`src/hdl/iiba_pkg.sv`:
```
package iiba_pkg;

   localparam int WORD_W  = 64;
   localparam int POS_W   = 6;
   localparam int GRANT_W = 14;
   localparam int REQ_W   = 16;

   typedef enum logic [1:0] {
      MODE_FIRST_FREE = 2'd0,
      MODE_ALLOC      = 2'd1,
      MODE_FREE       = 2'd2,
      MODE_UNUSED     = 2'd3
   } mode_type;

   typedef enum logic [2:0] {
      ST_OK        = 3'd0,
      ST_FULL      = 3'd1,
      ST_RANGE     = 3'd2,
      ST_IN_USE    = 3'd3,
      ST_NOT_ALLOC = 3'd4
   } status_type;

   typedef struct packed {
      logic [1:0]       mode;
      logic [REQ_W-1:0] requested_instance;
   } req_type;

   typedef struct packed {
      logic [2:0]         status;
      logic [GRANT_W-1:0] granted_instance;
   } rsp_type;

   typedef struct packed {
      logic clear;
      logic accept;
      logic walk;
      logic commit;
   } cmd_type;

   typedef struct packed {
      logic clear_last;
      logic out_free;
      logic first_free;
   } sts_type;

   // index of the lowest clear bit of a map or summary word
   function automatic logic [POS_W-1:0] lowest_zero(input logic [WORD_W-1:0] word);
      logic [POS_W-1:0] idx;
      idx = '0;
      for (int i = WORD_W - 1; i >= 0; i--) begin
         if (!word[i]) begin
            idx = POS_W'(i);
         end
      end
      return idx;
   endfunction

endpackage

```
`src/hdl/iiba_ctrl.sv`:
```
module iiba_ctrl import iiba_pkg::*; (
   input  logic    clock,
   input  logic    reset,
   input  logic    req_valid,
   output logic    req_ready,
   input  sts_type sts,
   output cmd_type cmd
);

   typedef enum logic [3:0] {
      S_CLEAR = 4'b0001,
      S_IDLE  = 4'b0010,
      S_SUM   = 4'b0100,
      S_MAP   = 4'b1000
   } state_type;

   state_type state_ff;
   state_type state_in;

   always_comb begin
      state_in   = state_ff;
      cmd        = '0;
      req_ready  = 1'b0;
      unique case (state_ff)
         S_CLEAR: begin
            cmd.clear = 1'b1;
            if (sts.clear_last) begin
               state_in = S_IDLE;
            end
         end
         S_IDLE: begin
            req_ready = 1'b1;
            if (req_valid) begin
               cmd.accept = 1'b1;
               state_in   = sts.first_free ? S_SUM : S_MAP;
            end
         end
         S_SUM: begin
            cmd.walk = 1'b1;
            state_in = S_MAP;
         end
         S_MAP: begin
            if (sts.out_free) begin
               cmd.commit = 1'b1;
               state_in   = S_IDLE;
            end
         end
         default: begin
            state_in = S_CLEAR;
         end
      endcase
   end

   always_ff @(posedge clock) begin
      if (reset) begin
         state_ff <= S_CLEAR;
      end else begin
         state_ff <= state_in;
      end
   end

endmodule

```
`config.mk`:
```
export PLATFORM = sky130hd
export DESIGN_NAME = iiba_ctrl
export DESIGN_NICKNAME = d
export VERILOG_FILES = /design/src/hdl/iiba_pkg.sv /design/src/hdl/iiba_ctrl.sv
export SDC_FILE = /design/constraint.sdc
export NUM_CORES = 1
export LEC_CHECK = 0
export BUFFER_PORTS_ARGS = -buffer_cell sky130_fd_sc_hd__clkbuf_2
export CAP_MARGIN = 20
export CORE_AREA = 2 2 39 41
export CTS_CLUSTER_DIAMETER = 60
export CTS_CLUSTER_SIZE = 14
export DETAILED_ROUTE_END_ITERATION = 8
export DIE_AREA = 0 0 41 43
export PLACE_DENSITY = 0.53
export SYNTH_ARGS = -nofsm -noshare
export SYNTH_HDL_FRONTEND = slang
export SYNTH_SLANG_ARGS = --single-unit
```
`constraint.sdc`:
```
create_clock -name clock -period 2.7 [get_ports clock]
set_input_delay 0 -clock clock [delete_from_list [all_inputs] [get_ports clock]]
set_output_delay 0 -clock clock [all_outputs]
set_load 0.02 [all_outputs]
```
* Yosys cells after proc, flatten, opt, wreduce, memory -nomap -nowiden
Cells that the tools add are included.
** Word-level totals
- Output and inout bits :: 5
- Input bits :: 6
- Flip-flop bits (word level) :: 4
** Cells by class
- Multiplexer cells :: 12
- Reductions and logical operators :: 1
- Equal/unequal tests :: 7
** Operators with widths (number)
- 4-bit 2-to-1 mux :: 4
- 4-bit case mux with 4 select lines :: 1
- 1-bit 2-to-1 mux :: 7
- 2-bit != test (second input constant) :: 3
- 4-bit by 1-bit == test with 1-bit output (second input constant) :: 1
- 4-bit by 2-bit == test with 1-bit output (second input constant) :: 1
- 4-bit by 3-bit == test with 1-bit output (second input constant) :: 1
- 4-bit == test (second input constant) :: 1
- 3-bit AND reduction :: 1

* Depth between registers and ports, before layout
Gate-level depths: netlist (run 1).
- Word-level depth :: 3
- Mapped depth :: 4
- Depth with buffers taken out :: 3

* Least setup slack after synthesis (run 1)
OpenSTA, ideal clock, no wires.
- Path kind :: reg2reg
- From :: register state_ff[3]
- To :: register state_ff[2]
- Buffers on the path :: 1
- Clock period less this slack :: 1.314 ns
- Library setup time :: 0.060 ns
- Cell stages (with the launch flop) :: 5
- Arrival :: 1.255 ns
- Required time :: 2.640 ns
- Path slack :: 1.386 ns
- Cells stage by stage :: dfxtp_1 > buf_6 > nor4b_4 > and2_4 > and3b_1
** On the way
- Longest elaborated chain between the ends :: 3
- Elaborated cells on any way between the ends :: 9
- Those cells by class :: 7 x eq/ne; 1 x mux; 1 x reduce/logical
** Ends and longest elaborated chain
- start: declaration :: RTL line iiba_ctrl.sv:17 : state_type state_ff;
- start signal: assignment :: RTL line iiba_ctrl.sv:58 : state_ff <= state_in;
- 4-bit by 1-bit == test with 1-bit output (tied with other cells) :: RTL line iiba_ctrl.sv:24 : unique case (state_ff)
- 2-bit != test (no line)
- 3-bit AND reduction (no line)
Parallel ways exist; a longest one is shown, timed or not.
A chain may end at the register's enable or synchronous reset.

==> results of run 1 <==
==> final cells by class <==
cell class	instances	area, sq um
fill	159	1020
multi-input combinational	23	176
sequential	4	80.1
timing repair buffer	11	60.1
clock buffer	3	22.5
tap	16	20.0
inverter	1	3.75
==> path summary, 6_finish.rpt <==
kind	start	end	cells after the start
setup / recovery	state_ff[1]	cmd[2]	3
hold / removal	sts[0]	state_ff[2]	2
setup reg to reg	state_ff[1]	state_ff[2]	3
hold reg to reg	state_ff[1]	state_ff[1]	2
==> power groups by stage <==
stage                     clock [mW]  combinational [mW]  sequential [mW]
after floorplan                    0              0.0229           0.0636
after global placement             0              0.0220           0.0697
after detailed placement           0              0.0220           0.0697
after CTS                     0.0790              0.0232           0.0688
after global routing          0.0806              0.0254           0.0698
final                         0.0748              0.0229           0.0688
==> per-stage QoR <==
stage,utilization [%],setup slack [ps],instance area [sq um],total power [mW],std cells
6_report,26.2,1280,363,0.167,58
5_1_grt,26.2,1160,363,0.176,58
4_1_cts,26.2,1260,363,0.171,58
3_5_place_dp,23.9,1470,330,0.0917,54
3_3_place_gp,23.9,1460,330,0.0917,54
2_1_floorplan,-,1390,312,0.0864,32
==> cell families (layout without fill, tap and decap cells) <==
logic type	count (synthesis)	in the layout	synth area share (%)
DFF	4	4	25.7
buffers and inverters	5	15	17.7
AOI/OAI and AO/OA	7	7	16.1
and+or+nand+nor	16	16	40.6
==> layer usage <==
layer,vias to the layer above,global-route usage (%),routed length [um]
met4,0,10.0,10
met3,2,1.57,55
met5,-,0,0
met1,121,13.5,355
met2,14,11.3,257
li1,142,-,-
==> placed cells by master, fill, tap and decap left out, types with 2 or more instances in the layout <==
cell,instances
sky130_fd_sc_hd__nor2_1,3
sky130_fd_sc_hd__a211oi_1,2
sky130_fd_sc_hd__clkbuf_2,10
sky130_fd_sc_hd__dfxtp_1,4
sky130_fd_sc_hd__clkbuf_4,3
==> critical path, cell delays in order, from the launching register on <==
cell and delay [ps]:
sky130_fd_sc_hd__dfxtp_1 520, sky130_fd_sc_hd__nor4b_4 320, sky130_fd_sc_hd__and2_4 190, sky130_fd_sc_hd__clkbuf_2 160
==> timing repair <==
action / in CTS / in global routing
hold buffers: 1 / 0
endpoints found under the hold margin: 2 / 0
endpoints found under the setup margin: 0 / 0
==> out/results.md, run 1 <==
| Quantity | This run | Unit |
|:---|:---|:---|
| Primary FF master, synth | sky130_fd_sc_hd__dfxtp_1 | - |
| Area enclosed by the die boundary | 1760 | sq um |
| Count of instances resized after the clock tree is built | 0 | - |
| Worst-skew pair later-pin latency | 230 | ps |
| Number of hold-slack violations in the final timing report | 0 | - |
| Area share of the largest cell type after synthesis | 25.7 | % |
| Cts bufs inserted | 3 | - |
| Power density over the cells | 459 | nW/um^2 |
| Leakage dissipation | 0.140 | nW |
| Period Utilization, post-route | 52.6 | % |
| Number of endpoints failing setup at the final stage | 0 | - |
| Number of pins exceeding their max-slew limit in the final report | 0 | - |
| Post-CTS Setup Repair Bufs | 0 | - |
| Number of flip-flops in the largest register | 4 | - |
| Core area | 1380 | sq um |
| Startpoint kind of the worst setup timing path | register | - |
| Buffer depth of the longest clock path | 2 | - |
| Outcome | finished, final reports clean | - |
| Hold WS | 47.3 | ps |
| CP Data Arrival Time | 1420 | ps |
| Mapped Nets | 38 | - |
| Effective utilization at floorplan | 22.5 | % |
| DR pass1 iterations | 4 | - |
| Synthesis-to-layout area growth | 16.5 | % |
| Relative contribution of sequential cells to total power | 41.3 | % |
| Vias post-DR | 279 | - |
| Final routed wire length divided by cell count | 11.7 | um |
| Min Clock Period, post-route | 1420 | ps |
| Width of the chip | 41 | um |
| TritonCTS clock tree | built | - |
| CTS H-tree lvls | 1 | - |
| Post-synthesis instance area | 312 | sq um |
| Count leader, synth | sky130_fd_sc_hd__dfxtp_1 | - |
| Proportion of layout cells with a drive suffix above 1 | 38.1 | % |
| Clk slew on worst S/H paths | 40 | ps |
| Worst clock skew | 4.41 | ps |
| Path category of the worst min-delay check | in -> reg | - |
| Max Freq | 0.705 | GHz |
| # IOs | 11 | - |
| Proportion of synthesized flip-flops having asynchronous set or reset | 0 | % |
| Root buffer cell | sky130_fd_sc_hd__clkbuf_4 | - |
| Number of global-route vias before repair | 236 | - |
| Final sum of negative setup slack | 0 | ps |
| Share of power burned in combinational logic | 13.8 | % |
| Ant diodes | 0 | - |
| Synth top cells by count | sky130_fd_sc_hd__dfxtp_1, sky130_fd_sc_hd__nor2_1, sky130_fd_sc_hd__a211oi_1, sky130_fd_sc_hd__buf_6 | - |
| Number of violations of the max-capacitance limit | 0 | - |
| Port Buffers | 10 | - |
| Cell type with the largest total area after synthesis | sky130_fd_sc_hd__dfxtp_1 | - |
| Number of DRC violations after detailed routing | 0 | - |
| Wirelength, routed | 679 | um |
| Sw power | 0.0430 | mW |
| Synthesis warning total | 0 | - |
| Std-Cell Rows | 14 | - |
| Average vias per placed instance | 4.81 | - |
| Register with the most flip-flops | state_ff | - |
| Count of state elements after synthesis | 4 | - |
| Top area cells in the synthesized netlist | sky130_fd_sc_hd__dfxtp_1, sky130_fd_sc_hd__nor4b_4, sky130_fd_sc_hd__buf_6, sky130_fd_sc_hd__a211oi_1, sky130_fd_sc_hd__buf_8 | - |
| Overall track demand over capacity in global routing | 9.63 | % |
| Data required time of the critical path | 2700 | ps |
| Initial antenna violation count | 0 | - |
| Unique cell type count in the Yosys netlist | 25 | - |
| Number of synthesized flops with an enable pin | 0 | - |
| P_int | 0.124 | mW |
| Post-layout nets | 50 | - |
| Grt total ovfl | 0 | - |
| Worst rel slew slack | 74.4 | % |
| Sw Ratio | 25.8 | % |
| Max IR drop VDD | 0.0803 | mV |
| Transition time at the pin with the least slew margin | 383 | ps |
| Setup slack of the worst register-to-register path | 1460 | ps |
| CP endpoint kind | primary output | - |
| Setup repair after global routing missed its margin | no | - |
| Number of instances in the synthesized netlist | 32 | - |
| Classification of the worst setup path | reg -> out | - |
| Maximum fanout count along the critical path | 10 | - |
| Clk network pwr share | 44.9 | % |
| Largest registers | state_ff (4) | - |
| Clk sink count | 4 | - |
| Pin count of the biggest net entering global routing | 11 | - |
| Chip height | 43 | um |
| GP Congestion | 0.659 | - |
| Mean instance size in the synthesized netlist | 9.74 | sq um |
| Global-route wire length before repair | 1.09 | mm |
| Count of antenna-violating nets left after detailed routing | 0 | - |
| DRC violation total after the first TritonRoute iteration | 1 | - |
| Sequential area share after synthesis | 25.7 | % |
No activity file was read; power rests on OpenSTA's default activity.
==> run 2, diff against run 1 <==
Settings changed: ABC_AREA set to 1, PLACE_DENSITY 0.53 to 0.48.
Clock period 2.7 ns to 1.4 ns, I/O delays scaled along.
==> out/results.md, run 2 <==
| Quantity | This run | Unit |
|:---|:---|:---|
| Outcome | finished, final reports clean | - |
| Primary FF master, synth | sky130_fd_sc_hd__dfxtp_1 | - |
| Pin count of the biggest net entering global routing | 5 | - |
| Max Freq | 0.853 | GHz |
| Worst clock skew | 0.768 | ps |
| Post-layout nets | 64 | - |
| Unique cell type count in the Yosys netlist | 11 | - |
| Std-Cell Rows | 14 | - |
| Setup repair after global routing missed its margin | no | - |
| Met3 layer usage reported by global route | 6.81 | % |
| Mapped Nets | 47 | - |
| Number of global-route vias before repair | 279 | - |
| DR pass1 iterations | 4 | - |
| Effective utilization at floorplan | 18.4 | % |
| Final core utilization | 26.6 | % |
| Worst-case reg-to-reg path depth | 7 | - |
| Most frequent cells in the layout | sky130_fd_sc_hd__clkbuf_2, sky130_fd_sc_hd__inv_1, sky130_fd_sc_hd__nor2_1 | - |
| Clk slew on worst S/H paths | 40 | ps |
| Number of flip-flops in the largest register | 4 | - |
| Initial antenna violation count | 0 | - |
| Ant diodes | 0 | - |
| Synth top cells by count | sky130_fd_sc_hd__inv_1, sky130_fd_sc_hd__nor2_1, sky130_fd_sc_hd__nand2_1 | - |
| Transition time at the pin with the least slew margin | 183 | ps |
| Wirelength, routed | 581 | um |
| Hold WS | 93.3 | ps |
| Register with the most flip-flops | state_ff | - |
| Mean instance size in the synthesized netlist | 6.23 | sq um |
| Clk sink count | 4 | - |
| Met1 routing resource usage after global routing | 9.03 | % |
| Proportion of layout cells with a drive suffix above 1 | 35.7 | % |
| WHS Endpoint | state_ff[2] | - |
| Vias post-DR | 290 | - |
| Sequential area share after synthesis | 31.4 | % |
| Launch point of the critical path | state_ff[3] | - |
| Number of instances in the placed design | 67 | - |
| Core area | 1380 | sq um |
| Final routed wire length divided by cell count | 8.07 | um |
| GRT busiest layer | met2 | - |
| Fraction of met2 tracks used by global routing | 11.9 | % |
| End of the worst register-to-register path | state_ff[3] | - |
| Data required time of the critical path | 1400 | ps |
| Worst rel slew slack | 87.8 | % |
| Classification of the worst setup path | reg -> out | - |
| Worst-skew pair later-pin latency | 230 | ps |
| Most common cell after layout, fill and taps aside | sky130_fd_sc_hd__clkbuf_2 | - |
| CP endpoint kind | primary output | - |
| Maximum fanout count along the critical path | 3 | - |
| Largest registers | state_ff (4) | - |
| TritonCTS clock tree | built | - |
| Count leader, synth | sky130_fd_sc_hd__inv_1 | - |
| CTS H-tree lvls | 1 | - |
| Number of synthesized flops with an enable pin | 0 | - |
| Width of the chip | 41 | um |
| Area share of the largest cell type after synthesis | 31.4 | % |
| Post-CTS Setup Repair Bufs | 0 | - |
| Global-route wire length before repair | 993 | um |
| Power density over the cells | 1860 | nW/um^2 |
| Chip height | 43 | um |
| Count of instances resized after the clock tree is built | 0 | - |
| # IOs | 11 | - |
| Final sum of negative setup slack | 0 | ps |
| Average vias per placed instance | 4.03 | - |
| Buffer depth of the longest clock path | 2 | - |
| Top area cells in the synthesized netlist | sky130_fd_sc_hd__dfxtp_1, sky130_fd_sc_hd__inv_1, sky130_fd_sc_hd__nor2_1, sky130_fd_sc_hd__nand3_1, sky130_fd_sc_hd__nor2_2 | - |
| Cell type with the largest total area after synthesis | sky130_fd_sc_hd__dfxtp_1 | - |
| Number of DRC violations after detailed routing | 0 | - |
| Area enclosed by the die boundary | 1760 | sq um |
| Grt total ovfl | 0 | - |
| Post-synthesis instance area | 255 | sq um |
| Cts bufs inserted | 3 | - |
| CP Data Arrival Time | 1170 | ps |
| Number of instances in the synthesized netlist | 41 | - |
| Count of state elements after synthesis | 4 | - |
| Synthesis-to-layout area growth | 44.1 | % |
| Count of antenna-violating nets left after detailed routing | 0 | - |
| Period Utilization, post-route | 83.7 | % |
| Number of violations of the max-capacitance limit | 0 | - |
| Path category of the worst min-delay check | in -> reg | - |
| Setup slack of the worst register-to-register path | 360 | ps |
| Non-filler instance count after layout | 72 | - |
| Startpoint of the lowest-slack hold path | req_valid | - |
| Overall track demand over capacity in global routing | 8.84 | % |
| Number of pins exceeding their max-slew limit in the final report | 0 | - |
| Min Clock Period, post-route | 1170 | ps |
| Number of hold-slack violations in the final timing report | 0 | - |
| GP Congestion | 0.835 | - |
| Synthesis warning total | 0 | - |
| Startpoint kind of the worst setup timing path | register | - |
| Proportion of synthesized flip-flops having asynchronous set or reset | 0 | % |
| Number of endpoints failing setup at the final stage | 0 | - |
| DRC violation total after the first TritonRoute iteration | 11 | - |
| Root buffer cell | sky130_fd_sc_hd__clkbuf_4 | - |
| Final HPWL from detailed placement | 472 | um |
| FF-to-FF Start | state_ff[3] | - |
| Number of cells traversed by the worst hold path | 5 | - |
| Leakage dissipation | 0.217 | nW |
| Port Buffers | 10 | - |
| Number of hold buffers added after cts | 2 | - |
| Max IR drop VDD | 0.505 | mV |
-- run 2: cell types whose count changed after synthesis, sizes merged, moves of 2 or more --
cell / change
a211oi: -2
buf: -3
inv: +8
nand2: +6
nand3: +5
nor2: +9
nor4b: -3
-- run 2: layout make-up --
class	instances	area, sq um
fillers	162	1020
multi-input cells	28	141
flip-flops and latches	4	80.1
repair buffers	12	70.1
inverters	9	33.8
clock buffers	3	22.5
well taps	16	20.0
-- run 2: power by group --
part           leakage [nW]  internal [mW]  total (mW)  switching, mW
Combinational         0.170          0.125       0.357          0.232
Sequential           0.0329          0.155       0.187         0.0312
Clock                0.0138         0.0958       0.141         0.0454
Total                 0.217          0.376       0.685          0.309
-- run 2: worst max path at each step --
stage | end | slack [ps] | depth (start not counted)
finish | cmd[0] | 230 | 5
global route | cmd[1] | 140 | 4
CTS | cmd[0] | 230 | 5
detailed placement | state_ff[3] | 390 | 7
global placement | state_ff[3] | 360 | 6
floorplan | state_ff[2] | 390 | 6
-- run 2: worst max-delay path, stage by stage (launching register included) --
cell                       delay, ps
sky130_fd_sc_hd__dfxtp_1         340
sky130_fd_sc_hd__inv_1            80
sky130_fd_sc_hd__nor2_1          140
sky130_fd_sc_hd__nand2_1         110
sky130_fd_sc_hd__nor2_1          100
sky130_fd_sc_hd__clkbuf_2        170
-- run 2: metal layers --
| metal | wire length, um | vias to the layer above |
|---|---|---|
| li1 | - | 155 |
| met2 | 270 | 14 |
| met3 | 64 | 0 |
| met5 | 0 | - |
| met1 | 246 | 121 |
| met4 | 0 | 0 |
-- run 2: kinds of logic after synthesis --
kind of cell           count (synthesis)  share of synthesized area [%]
flip-flops                             4                           31.4
AND/OR/NAND/NOR                       27                           52.0
AO/OA/AOI/OAI                          1                           3.43
buffers and inverters                  9                           13.2
-- run 2: through the flow --
step	setup slack [ps]	area, sq um	total power, mW
2_1_floorplan	394	255	0.458
3_3_place_gp	357	325	0.549
3_5_place_dp	391	325	0.545
4_1_cts	231	368	0.696
5_1_grt	136	368	0.757
6_report	228	368	0.685
==> run 3, diff against run 2 <==
Clock period 1.4 ns to 1.22 ns, I/O delays scaled along.
==> out/results.md, run 3 (synthesis gave the netlist of run 2 again) <==
| Quantity | This run | Unit |
|:---|:---|:---|
| Fin worst setup slack | 90.6 | ps |
| Period Utilization, post-route | 92.6 | % |
| Clk sink count | 4 | - |
| Transition time at the pin with the least slew margin | 182 | ps |
| Max IR drop VDD | 0.820 | mV |
| CP endpoint kind | primary output | - |
| Worst-skew pair later-pin latency | 230 | ps |
| Maximum fanout count along the critical path | 4 | - |
| Area enclosed by the die boundary | 1760 | sq um |
| GP Congestion | 0.793 | - |
| Max Freq | 0.885 | GHz |
| Outcome | finished, final reports clean | - |
| TritonCTS clock tree | built | - |
| Multi-input gate area in the final layout | 151 | sq um |
| Clk slew on worst S/H paths | 40 | ps |
| DP Worst Slack | 203 | ps |
| Number of instances in the placed design | 67 | - |
| WHS Endpoint | state_ff[2] | - |
| Width of the chip | 41 | um |
| Final sum of negative setup slack | 0 | ps |
| Setup slack of the worst register-to-register path | 190 | ps |
| Number of global-route vias before repair | 248 | - |
| CTS H-tree lvls | 1 | - |
| Path category of the worst min-delay check | in -> reg | - |
| Pin count of the biggest net entering global routing | 5 | - |
| Number of DRC violations after detailed routing | 0 | - |
| Final core utilization | 26.8 | % |
| Number of cells traversed by the worst hold path | 3 | - |
| DR pass1 iterations | 3 | - |
| Synthesis-to-layout area growth | 45.1 | % |
| Number of flip-flops in the largest register | 4 | - |
| Largest registers | state_ff (4) | - |
| Most frequent cells in the layout | sky130_fd_sc_hd__inv_1, sky130_fd_sc_hd__clkbuf_2, sky130_fd_sc_hd__nor2_2, sky130_fd_sc_hd__nand2_1, sky130_fd_sc_hd__nor2_1 | - |
| Buffer depth of the longest clock path | 2 | - |
| Min Clock Period, post-route | 1130 | ps |
| Final HPWL from detailed placement | 452 | um |
| Startpoint kind of the worst setup timing path | register | - |
| Number of endpoints failing setup at the final stage | 0 | - |
| Final routed wire length divided by cell count | 7.54 | um |
| Worst clock skew | 1.79 | ps |
| Proportion of layout cells with a drive suffix above 1 | 41.8 | % |
| CP Data Arrival Time | 1130 | ps |
| Worst rel slew slack | 87.9 | % |
| Sequential cell area in the final layout | 80.1 | sq um |
| Final Instance Area | 370 | sq um |
| Number of hold-slack violations in the final timing report | 0 | - |
| DRC violation total after the first TritonRoute iteration | 7 | - |
| Vias post-DR | 288 | - |
| Core area | 1380 | sq um |
| Wirelength, routed | 535 | um |
| Number of violations of the max-capacitance limit | 0 | - |
| Hold WS | 6.22 | ps |
| Effective utilization at floorplan | 18.4 | % |
| Power density over the cells | 2140 | nW/um^2 |
| Non-filler instance count after layout | 71 | - |
| Overall track demand over capacity in global routing | 7.34 | % |
| Post-layout nets | 63 | - |
| Chip height | 43 | um |
| Post-CTS Setup Repair Bufs | 0 | - |
| Global-route wire length before repair | 876 | um |
| Count of antenna-violating nets left after detailed routing | 0 | - |
| Register with the most flip-flops | state_ff | - |
| Number of pins exceeding their max-slew limit in the final report | 0 | - |
| Grt total ovfl | 0 | - |
| Initial antenna violation count | 0 | - |
| FF-to-FF Start | state_ff[2] | - |
| Classification of the worst setup path | reg -> out | - |
| Leakage dissipation | 0.213 | nW |
| Worst-case reg-to-reg path depth | 6 | - |
| Ant diodes | 0 | - |
| Port Buffers | 10 | - |
| Root buffer cell | sky130_fd_sc_hd__clkbuf_4 | - |
| Cell Area, Placed | 325 | sq um |
| Setup repair after global routing missed its margin | yes | - |
| Std-Cell Rows | 14 | - |
| # IOs | 11 | - |
| Average vias per placed instance | 4.06 | - |
| Cts bufs inserted | 3 | - |
| Startpoint of the lowest-slack hold path | sts[0] | - |
| Power consumption | 0.794 | mW |
| Number of fill cells in the layout | 164 | - |
| Data required time of the critical path | 1220 | ps |
| End of the worst register-to-register path | state_ff[3] | - |
run 3: changes by cell type in the layout (fill, tap and decap cells not counted), sizes merged:
| cell | change |
|---|---|
| dlygate4sd3 | -1 |
| buf | +1 |
| clkbuf | -1 |
run 3: cell type report:
type                            instances  area share [%]
Multi-Input combinational cell         28            40.9
Timing Repair Buffer                   11            16.9
Clock buffer                            3            6.08
Sequential cell                         4            21.6
Inverter                                9            9.12
Tap cell                               16            5.41
run 3: worst max path at each step:
| stage | to | slack (ps) | startpoint | cells after the start |
|---|---|---|---|---|
| finish | cmd[2] | 90 | state_ff[1] | 5 |
| global route | cmd[2] | -1 | state_ff[1] | 5 |
| CTS | cmd[1] | 60 | state_ff[1] | 4 |
| detailed placement | state_ff[3] | 200 | state_ff[1] | 6 |
| global placement | state_ff[3] | 190 | state_ff[1] | 6 |
| floorplan | state_ff[2] | 210 | state_ff[1] | 6 |
run 3: per-layer routing:
layer / track usage (%) / part of all wire [%]
met1: 9.03 / 48
met2: 10.3 / 45
met3: 6.28 / 6.7
met4: 0 / 0
met5: 0 / 0
run 3: repair_timing:
action | CTS | global route
hold endpoints to repair | 1 | 0
endpoints found under the setup margin | 0 | 3
hold buffers | 1 | 0
gates resized for setup | 0 | 5
run 3: where the power goes:
group / internal [mW] / total, mW / switching (mW)
Combinational: 0.148 / 0.421 / 0.273
Clock: 0.109 / 0.155 / 0.0455
Sequential: 0.178 / 0.218 / 0.0399
run 3: worst max-delay path: stages, from the launching register on:
cell                      delay, ps
sky130_fd_sc_hd__dfxtp_1        360
sky130_fd_sc_hd__inv_1           70
sky130_fd_sc_hd__nor2_2         110
sky130_fd_sc_hd__nand2_2        100
sky130_fd_sc_hd__nor2_2         110
sky130_fd_sc_hd__buf_4          150
